File: src/fwiv_pkg.sv
// Shared types, constants and the CRC byte step for the image validator.
package fwiv_pkg;

  localparam int COUNT_WIDTH_DEF = 17;
  localparam int SIZE_W          = 17;
  localparam int SIG_W           = 16;
  localparam int DATA_W          = 8;
  localparam int STATUS_W        = 2;
  localparam int CRC_W           = 16;
  localparam int CFG_IDX_W       = 2;
  localparam int CFG_DATA_W      = 17;

  localparam logic [STATUS_W-1:0] STATUS_OK       = 2'd0;
  localparam logic [STATUS_W-1:0] STATUS_BAD_FILE = 2'd1;
  localparam logic [STATUS_W-1:0] STATUS_BAD_CRC  = 2'd2;

  localparam logic [CFG_IDX_W-1:0] REG_MIN_SIZE  = 2'd0;
  localparam logic [CFG_IDX_W-1:0] REG_MAX_SIZE  = 2'd1;
  localparam logic [CFG_IDX_W-1:0] REG_SIGNATURE = 2'd2;

  localparam logic [CRC_W-1:0]  CRC_POLY      = 16'h1021;
  localparam logic [CRC_W-1:0]  CRC_INIT      = 16'hFFFF;
  localparam logic [SIZE_W-1:0] MIN_SIZE_RST  = 17'd1024;
  localparam logic [SIZE_W-1:0] MAX_SIZE_RST  = 17'd98304;
  localparam logic [SIG_W-1:0]  SIGNATURE_RST = 16'h4659;

  typedef struct packed {
    logic [DATA_W-1:0] data;
    logic              last;
  } beat_t;

  typedef struct packed {
    logic [SIZE_W-1:0] min_size;
    logic [SIZE_W-1:0] max_size;
    logic [SIG_W-1:0]  signature;
  } cfg_t;

  typedef struct packed {
    logic [STATUS_W-1:0] status;
    logic [SIZE_W-1:0]   image_bytes;
  } verdict_t;

  // CRC-16-CCITT, MSB first, one byte unrolled.
  function automatic logic [CRC_W-1:0] crc16_byte(input logic [CRC_W-1:0] crc,
                                                 input logic [DATA_W-1:0] b);
    logic [CRC_W-1:0] c;
    c = crc ^ {b, 8'h00};
    for (int k = 0; k < DATA_W; k++) begin
      if (c[CRC_W-1]) begin
        c = {c[CRC_W-2:0], 1'b0} ^ CRC_POLY;
      end else begin
        c = {c[CRC_W-2:0], 1'b0};
      end
    end
    return c;
  endfunction

endpackage

File: src/fwiv_if.sv
// Valid/ready channel interfaces for image bytes and verdicts.
interface fwiv_byte_if;
  logic                         valid;
  logic                         ready;
  logic [fwiv_pkg::DATA_W-1:0]  data_byte;
  logic                         final_byte;

  modport source(output valid, data_byte, final_byte, input ready);
  modport sink(input valid, data_byte, final_byte, output ready);
endinterface

interface fwiv_verdict_if;
  logic                           valid;
  logic                           ready;
  logic [fwiv_pkg::STATUS_W-1:0]  status;
  logic [fwiv_pkg::SIZE_W-1:0]    image_bytes;

  modport source(output valid, status, image_bytes, input ready);
  modport sink(input valid, status, image_bytes, output ready);
endinterface

File: src/fwiv_image_state.sv
// Per-image state (count, CRC, footer) and the verdict logic for one beat.
module fwiv_image_state #(
  parameter int COUNT_WIDTH = fwiv_pkg::COUNT_WIDTH_DEF
) (
  input  logic               clk,
  input  logic               rst,
  input  logic               step,
  input  fwiv_pkg::beat_t    beat,
  input  fwiv_pkg::cfg_t     cfg,
  output fwiv_pkg::verdict_t verdict
);

  localparam int CMP_W = (COUNT_WIDTH > fwiv_pkg::SIZE_W) ? COUNT_WIDTH : fwiv_pkg::SIZE_W;

  logic [COUNT_WIDTH-1:0]      byte_total;
  logic [COUNT_WIDTH-1:0]      byte_total_next;
  logic [fwiv_pkg::CRC_W-1:0]  crc_value;
  logic [fwiv_pkg::CRC_W-1:0]  crc_value_next;
  // Only the three newest bytes are kept; the footer halfword is the
  // oldest two of them plus nothing of the incoming byte.
  logic [23:0]                 tail_bytes;
  logic [23:0]                 tail_bytes_next;
  logic [CMP_W-1:0]            size;
  logic [fwiv_pkg::SIG_W-1:0]  footer_sig;
  logic                        bad_file;

  always_comb begin
    byte_total_next = (&byte_total) ? byte_total : byte_total + 1'b1;
    crc_value_next  = fwiv_pkg::crc16_byte(crc_value, beat.data);
    tail_bytes_next = {tail_bytes[15:0], beat.data};
    size            = CMP_W'(byte_total_next);
    footer_sig      = tail_bytes[23:8];
    bad_file = (size < CMP_W'(cfg.min_size)) || (size > CMP_W'(cfg.max_size)) ||
               (size[1:0] != 2'b00) || (footer_sig != cfg.signature);
    if (bad_file) begin
      verdict.status = fwiv_pkg::STATUS_BAD_FILE;
    end else if (crc_value_next != '0) begin
      verdict.status = fwiv_pkg::STATUS_BAD_CRC;
    end else begin
      verdict.status = fwiv_pkg::STATUS_OK;
    end
    verdict.image_bytes = size[fwiv_pkg::SIZE_W-1:0];
  end

  always_ff @(posedge clk) begin
    if (rst) begin
      byte_total <= '0;
      crc_value  <= fwiv_pkg::CRC_INIT;
      tail_bytes <= '0;
    end else if (step) begin
      if (beat.last) begin
        byte_total <= '0;
        crc_value  <= fwiv_pkg::CRC_INIT;
        tail_bytes <= '0;
      end else begin
        byte_total <= byte_total_next;
        crc_value  <= crc_value_next;
        tail_bytes <= tail_bytes_next;
      end
    end
  end

endmodule

File: src/firmware_image_validator.sv
// A final beat is held in the input register, then its verdict in the verdict register.
// Throughput: one byte beat per cycle, except where a stalled verdict holds back
// the next final beat and the beats behind it; the byte-wide CRC step, count
// and footer update sit between the input register and the verdict register.
// Reset (rst, synchronous): empties both registers, restarts the image
// state (count 0, CRC 0xFFFF, footer 0) and loads the default config.
module firmware_image_validator #(
  parameter int COUNT_WIDTH = fwiv_pkg::COUNT_WIDTH_DEF
) (
  input  logic                              clk,
  input  logic                              rst,
  fwiv_byte_if.sink                         image,
  fwiv_verdict_if.source                    verdict,
  input  logic                              cfg_we,
  input  logic [fwiv_pkg::CFG_IDX_W-1:0]    cfg_index,
  input  logic [fwiv_pkg::CFG_DATA_W-1:0]   cfg_data
);

  // Configuration registers; writes to an unused index are dropped.
  fwiv_pkg::cfg_t cfg;

  always_ff @(posedge clk) begin
    if (rst) begin
      cfg.min_size  <= fwiv_pkg::MIN_SIZE_RST;
      cfg.max_size  <= fwiv_pkg::MAX_SIZE_RST;
      cfg.signature <= fwiv_pkg::SIGNATURE_RST;
    end else if (cfg_we) begin
      unique case (cfg_index)
        fwiv_pkg::REG_MIN_SIZE:  cfg.min_size  <= cfg_data[fwiv_pkg::SIZE_W-1:0];
        fwiv_pkg::REG_MAX_SIZE:  cfg.max_size  <= cfg_data[fwiv_pkg::SIZE_W-1:0];
        fwiv_pkg::REG_SIGNATURE: cfg.signature <= cfg_data[fwiv_pkg::SIG_W-1:0];
        default: ;
      endcase
    end
  end

  // Input register: holds one accepted beat until it is processed.
  logic               s1_valid;
  fwiv_pkg::beat_t    s1_beat;
  logic               s1_adv;

  // Output register: the pending verdict beat.
  logic               out_valid;
  fwiv_pkg::verdict_t out_data;
  fwiv_pkg::verdict_t verdict_next;

  // A data beat never needs the output slot; a final beat needs it free
  // or being emptied this cycle.
  assign s1_adv      = s1_valid && (!s1_beat.last || !out_valid || verdict.ready);
  assign image.ready = !s1_valid || s1_adv;

  always_ff @(posedge clk) begin
    if (rst) begin
      s1_valid <= 1'b0;
    end else if (image.ready) begin
      s1_valid <= image.valid;
    end
  end

  always_ff @(posedge clk) begin
    if (image.ready) begin
      s1_beat.data <= image.data_byte;
      s1_beat.last <= image.final_byte;
    end
  end

  fwiv_image_state #(
    .COUNT_WIDTH(COUNT_WIDTH)
  ) u_state (
    .clk    (clk),
    .rst    (rst),
    .step   (s1_adv),
    .beat   (s1_beat),
    .cfg    (cfg),
    .verdict(verdict_next)
  );

  always_ff @(posedge clk) begin
    if (rst) begin
      out_valid <= 1'b0;
    end else if (s1_adv && s1_beat.last) begin
      out_valid <= 1'b1;
    end else if (verdict.ready) begin
      out_valid <= 1'b0;
    end
  end

  always_ff @(posedge clk) begin
    if (s1_adv && s1_beat.last) begin
      out_data <= verdict_next;
    end
  end

  assign verdict.valid       = out_valid;
  assign verdict.status      = out_data.status;
  assign verdict.image_bytes = out_data.image_bytes;

  // A beat that cannot move stays in the input register unchanged.
  a_s1_hold: assert property (@(posedge clk) disable iff (rst)
    s1_valid && !s1_adv |=> s1_valid && $stable(s1_beat))
    else $error("input register lost or changed a stalled beat");

  // Data beats never touch the verdict slot.
  a_data_no_verdict: assert property (@(posedge clk) disable iff (rst)
    s1_adv && !s1_beat.last |=> out_valid == $past(out_valid && !verdict.ready))
    else $error("data beat disturbed the verdict register");

  // A final beat is only taken when the verdict slot can receive it.
  a_no_overwrite: assert property (@(posedge clk) disable iff (rst)
    s1_adv && s1_beat.last |-> !out_valid || verdict.ready)
    else $error("pending verdict overwritten");

  // Only the three defined status codes leave the block.
  a_status_code: assert property (@(posedge clk) disable iff (rst)
    out_valid |-> out_data.status == fwiv_pkg::STATUS_OK ||
                  out_data.status == fwiv_pkg::STATUS_BAD_FILE ||
                  out_data.status == fwiv_pkg::STATUS_BAD_CRC)
    else $error("undefined status code");

endmodule
File: src/flat_wrapper.sv
// flat-port wrapper written by rule: the top's interface ports become plain ports
module firmware_image_validator_flat 
#(
  parameter int COUNT_WIDTH = fwiv_pkg::COUNT_WIDTH_DEF
)
  (clk, rst, cfg_we, cfg_index, cfg_data, image_valid, image_data_byte, image_final_byte, image_ready, verdict_valid, verdict_status, verdict_image_bytes, verdict_ready);
  fwiv_byte_if image_i ();
  fwiv_verdict_if verdict_i ();
  input  logic clk;
  input  logic rst;
  input  logic cfg_we;
  input  logic [fwiv_pkg::CFG_IDX_W-1:0] cfg_index;
  input  logic [fwiv_pkg::CFG_DATA_W-1:0] cfg_data;
  input wire logic [$bits(image_i.valid)-1:0] image_valid;
  input wire logic [$bits(image_i.data_byte)-1:0] image_data_byte;
  input wire logic [$bits(image_i.final_byte)-1:0] image_final_byte;
  output wire logic [$bits(image_i.ready)-1:0] image_ready;
  output wire logic [$bits(verdict_i.valid)-1:0] verdict_valid;
  output wire logic [$bits(verdict_i.status)-1:0] verdict_status;
  output wire logic [$bits(verdict_i.image_bytes)-1:0] verdict_image_bytes;
  input wire logic [$bits(verdict_i.ready)-1:0] verdict_ready;
  assign image_i.valid = image_valid;
  assign image_i.data_byte = image_data_byte;
  assign image_i.final_byte = image_final_byte;
  assign image_ready = image_i.ready;
  assign verdict_valid = verdict_i.valid;
  assign verdict_status = verdict_i.status;
  assign verdict_image_bytes = verdict_i.image_bytes;
  assign verdict_i.ready = verdict_ready;
  firmware_image_validator #(.COUNT_WIDTH(COUNT_WIDTH)) u_core (.clk(clk), .rst(rst), .image(image_i), .verdict(verdict_i), .cfg_we(cfg_we), .cfg_index(cfg_index), .cfg_data(cfg_data));
endmodule
File: config.mk
export PLATFORM = sky130hd
export DESIGN_NAME = firmware_image_validator_flat
export DESIGN_NICKNAME = d
export VERILOG_FILES = /design/src/fwiv_pkg.sv /design/src/fwiv_if.sv /design/src/fwiv_image_state.sv /design/src/firmware_image_validator.sv /design/src/flat_wrapper.sv
export SDC_FILE = /design/constraint.sdc
export NUM_CORES = 1
export LEC_CHECK = 0
export BUFFER_PORTS_ARGS = -buffer_cell sky130_fd_sc_hd__buf_4
export CORE_ASPECT_RATIO = 1.75
export CORE_MARGIN = 3
export CORE_UTILIZATION = 54
export CTS_BUF_LIST = sky130_fd_sc_hd__clkbuf_8 sky130_fd_sc_hd__clkbuf_16
export DETAILED_ROUTE_END_ITERATION = 12
export PLACE_DENSITY = 0.78
export RECOVER_POWER = 100
export SYNTH_ARGS = -nofsm -noshare
export SYNTH_HDL_FRONTEND = slang
export SYNTH_HIERARCHICAL = 1
export SYNTH_SLANG_ARGS = --single-unit
File: constraint.sdc
create_clock -name clk -period 3.2 [get_ports clk]
set_input_delay 0.32 -clock clk [delete_from_list [all_inputs] [get_ports clk]]
set_output_delay 0.32 -clock clk [all_outputs]
set_load 0.01 [all_outputs]
==> impl_results.md <==
- WP data arrival: ~3.3 ns
- Most frequent cell after synthesis: dfxtp_1
- Cell repeated most along the worst path: a21o_1
- Area added between synthesis and finish: 19.3%
- Global-route wire length before repair: 28.0 mm
- Vias in the first global route: about 5700
- Worst relative slew slack: -70.6%
- FFs w/ async S/R, synth: 0%
- Status: finished, violations left
- Commonest cells post-synth: dfxtp_1 (109), nor2_1 (79), nand2b_1 (75)
- Count of different cell masters after synthesis: approximately 60
- Pre-CTS setup slack: 0.0754 ns
- Sequential area share after synthesis: between 40% and 50%
- DPL Wire Length: ~13 mm
- Worst hold path type: in2reg
- RePlAce Congestion: around 0.94
- Initial antenna violation count: 0
- Clk sinks: 137
- Routed Antenna Nets: 0
- Crit share post-route: roughly 97%
- Horiz. Die Dim: about 92 um
- Nets: between 800 and 900
- Initial DRC count: 347
- Area leader, netlist: dfxtp_1
- Total gr overflow: 0
- VDD IR max: 0.430 mV
- Multi-input logic area: ~3600 um^2
- Num CTS Buffers: 17
- CP Class: reg2reg
- Register area: 3030 um^2
- Final Core Density: between 60 and 70%
- Worst setup SP type: flip-flop
- Clock-pin slew on the worst setup and hold paths: 0.06 ns
- Max-cap viol count: 1
- Maximum clock path buffer count: 2
- Final hold vios: 0
- Die height: 156 um
- Layout cell share with drive strength beyond 1: between 10% and 20%
- Main synth FF type: dfxtp_1
- Number of I/O pins: 54
- Worst skew pair latency: 0.41 ns
- DRC: 0
- Main area contributors after synthesis: dfxtp_1 (32%), edfxtp_1 (12%), mux2i_1 (7.4%)
- Final WS setup: 0.111 ns
- Yosys top cell area share: 31.6%
- Initial core utilization: 55.3%
- Critical path cell sequence: and4_4, nand4_4, or3_4, nor3_4, xnor2_2, ha_1, a21o_1, a21o_1, a21oi_1, o211ai_1, and4bb_1
- CTS Hold Bufs: 0
- Post-synth EDFFs: 28
- H-tree depth: 4
- Clock root cell: clkbuf_16
- CTS tree: built
- Placed cell area: around 7600 um^2
- Largest net degree at the start of global routing: approximately 80
- GRT Resource Usage Total: about 25%
- Post-synthesis net count: 797
- Final setup vio count: 0
- CP endpoint kind: flip-flop
- Mapped cell area: 6910 um^2
- Post-synthesis register bit count: between 100 and 150
- Worst path max stage delay: 0.43 ns
- Fmax: 0.324 GHz
- Via-per-instance ratio: 5.63
- Worst clock skew: 0.00710 ns
- Wirelength per Cell: 18.2 um
- DRT Pass-1 Iters: 5
- Crit path time final: 3.09 ns
- Die ar.: roughly 14000 um^2
- Slowest-stage cell, CP: or3_4
- Finished Cell Area: 8250 um^2
- Violated checks: max-capacitance violations, max-slew violations
- Via count: about 5500
- Syn_area_per_cell: 9.47 um^2
- Worst Max-Slew Pin Slew: 2.56 ns
- Warnings, synthesis: 6
- Std-Cell Rows: 54
- Max Fanout on Critical Path: 5
- Critical Path RT: 3.36 ns
- Lkg Pwr: 3.34 nW
- Core area: 12500 um^2
- Gate Count Post-Synth: 730
- Fill cells: 1027
- Final Max Slew Viols: roughly 80
- N_diodes: 0
- Power per Cell Area: about 520 nW/um^2
- Final wirelength: 17.8 mm
- Min Hold Slack: 0.103 ns
- Port buffer count: 53
cell families (layout without fill, tap and decap cells):
logic type	count (synthesis)	in the layout	synth area share, %
XOR/XNOR	56	56	7.09
multiplexers	52	52	7.60
buffers and inverters	82	161	5.21
AND/OR/NAND/NOR	261	261	20.7
AO/OA/AOI/OAI	108	108	9.48
adder cells (fa/ha/maj)	34	34	6.15
flip-flops	137	137	43.7
sequential cells by signal, summed over array words and instances (netlist names):
signal	count
u_core/cfg	50
u_core/u_state/tail_bytes	24
u_core/u_state/byte_total	17
u_core/verdict.image_bytes	17
u_core/u_state/crc_value	16
u_core/s1_beat	9
u_core/verdict.status	2
u_core/s1_valid	1
u_core/verdict.valid	1
where the power goes:
part           switching (mW)  leakage, nW  internal (mW)
sequential             0.0369         1.17           1.81
combinational           0.202         1.85          0.154
clock                   0.780        0.313           1.31
total                    1.02         3.34           3.28
per-stage QoR:
| stage | total power, mW | TNS, ns | instances |
|---|---|---|---|
| after global placement | 2.22 | 0 | 942 |
| after CTS | 4.33 | 0 | 974 |
| after global routing | 4.44 | -0.0313 | 977 |
| after floorplan | 2.11 | 0 | 730 |
| final | 4.30 | 0 | 977 |
| after detailed placement | 2.23 | 0 | 942 |
critical path, delay by kind of cell (launching register included):
kind	cells	cell delay, ns
AO/OA/AOI/OAI	4	0.69
AND/OR/NAND/NOR	5	1.26
XOR/XNOR	1	0.19
flip-flops	1	0.38
adder cells (fa/ha/maj)	1	0.31
layout make-up:
| type | instances | share of cell area (%) |
|---|---|---|
| Clock buffer | 19 | 5.63 |
| Clock inverter | 13 | 2.14 |
| Inverter | 37 | 1.68 |
| Multi-Input combinational cell | 511 | 43.9 |
| Sequential cell | 137 | 36.7 |
| Tap cell | 168 | 2.55 |
| Timing Repair Buffer | 92 | 7.34 |
cells in the final DEF, fill, tap and decap left out, types with 3 or more instances in the layout:
master and instances:
buf_4 59, nand2_1 34, mux2i_1 51, xnor2_1 35, xnor2_2 4, a211oi_1 3
a22oi_1 9, a31oi_1 10, o21ai_0 15, clkbuf_1 22, dfxtp_1 105, or2_2 3
nand3_1 10, inv_1 37, a21oi_1 40, a21o_1 3, nor3_1 9, edfxtp_1 28
bufinv_16 3, inv_6 5, dfxtp_2 4, o22ai_1 14, clkbuf_16 18, or3_1 3
nand2b_1 75, clkbuf_4 10, a22o_1 3, xor2_1 16, nor2b_1 4, nor2_1 79
ha_1 31, nand4_1 15
worst paths after layout:
path                                        startpoint  cells after the start                                 end  slack, ns
max          u_core/u_state/byte_total[4]$_SDFFE_PP0P_                     11  u_core/verdict.status[1]$_DFFE_PP_       0.11
min                                 image_data_byte[2]                      1         u_core/s1_beat[3]$_DFFE_PP_       0.10
max reg2reg  u_core/u_state/byte_total[4]$_SDFFE_PP0P_                     11  u_core/verdict.status[1]$_DFFE_PP_       0.11
min reg2reg                u_core/cfg[24]$_SDFFE_PP0P_                      2         u_core/cfg[24]$_SDFFE_PP0P_       0.48
timing repair:
item                                    4_1_cts  5_1_grt
buffers inserted                              0        3
hold endpoints to repair                      0        0
endpoints found under the setup margin        0        2
resized for setup                             0       18
layer usage:
layer | share of wire [%] | track usage, % | vias to the layer above
met5 | 0 | 0 | -
met2 | 54 | 46.5 | 171
met4 | 7.8 | 19.6 | 0
met3 | 3.7 | 4.54 | 70
li1 | - | - | 2642
met1 | 35 | 24.6 | 2618
Note: power is estimated with default switching activity, not from simulation.
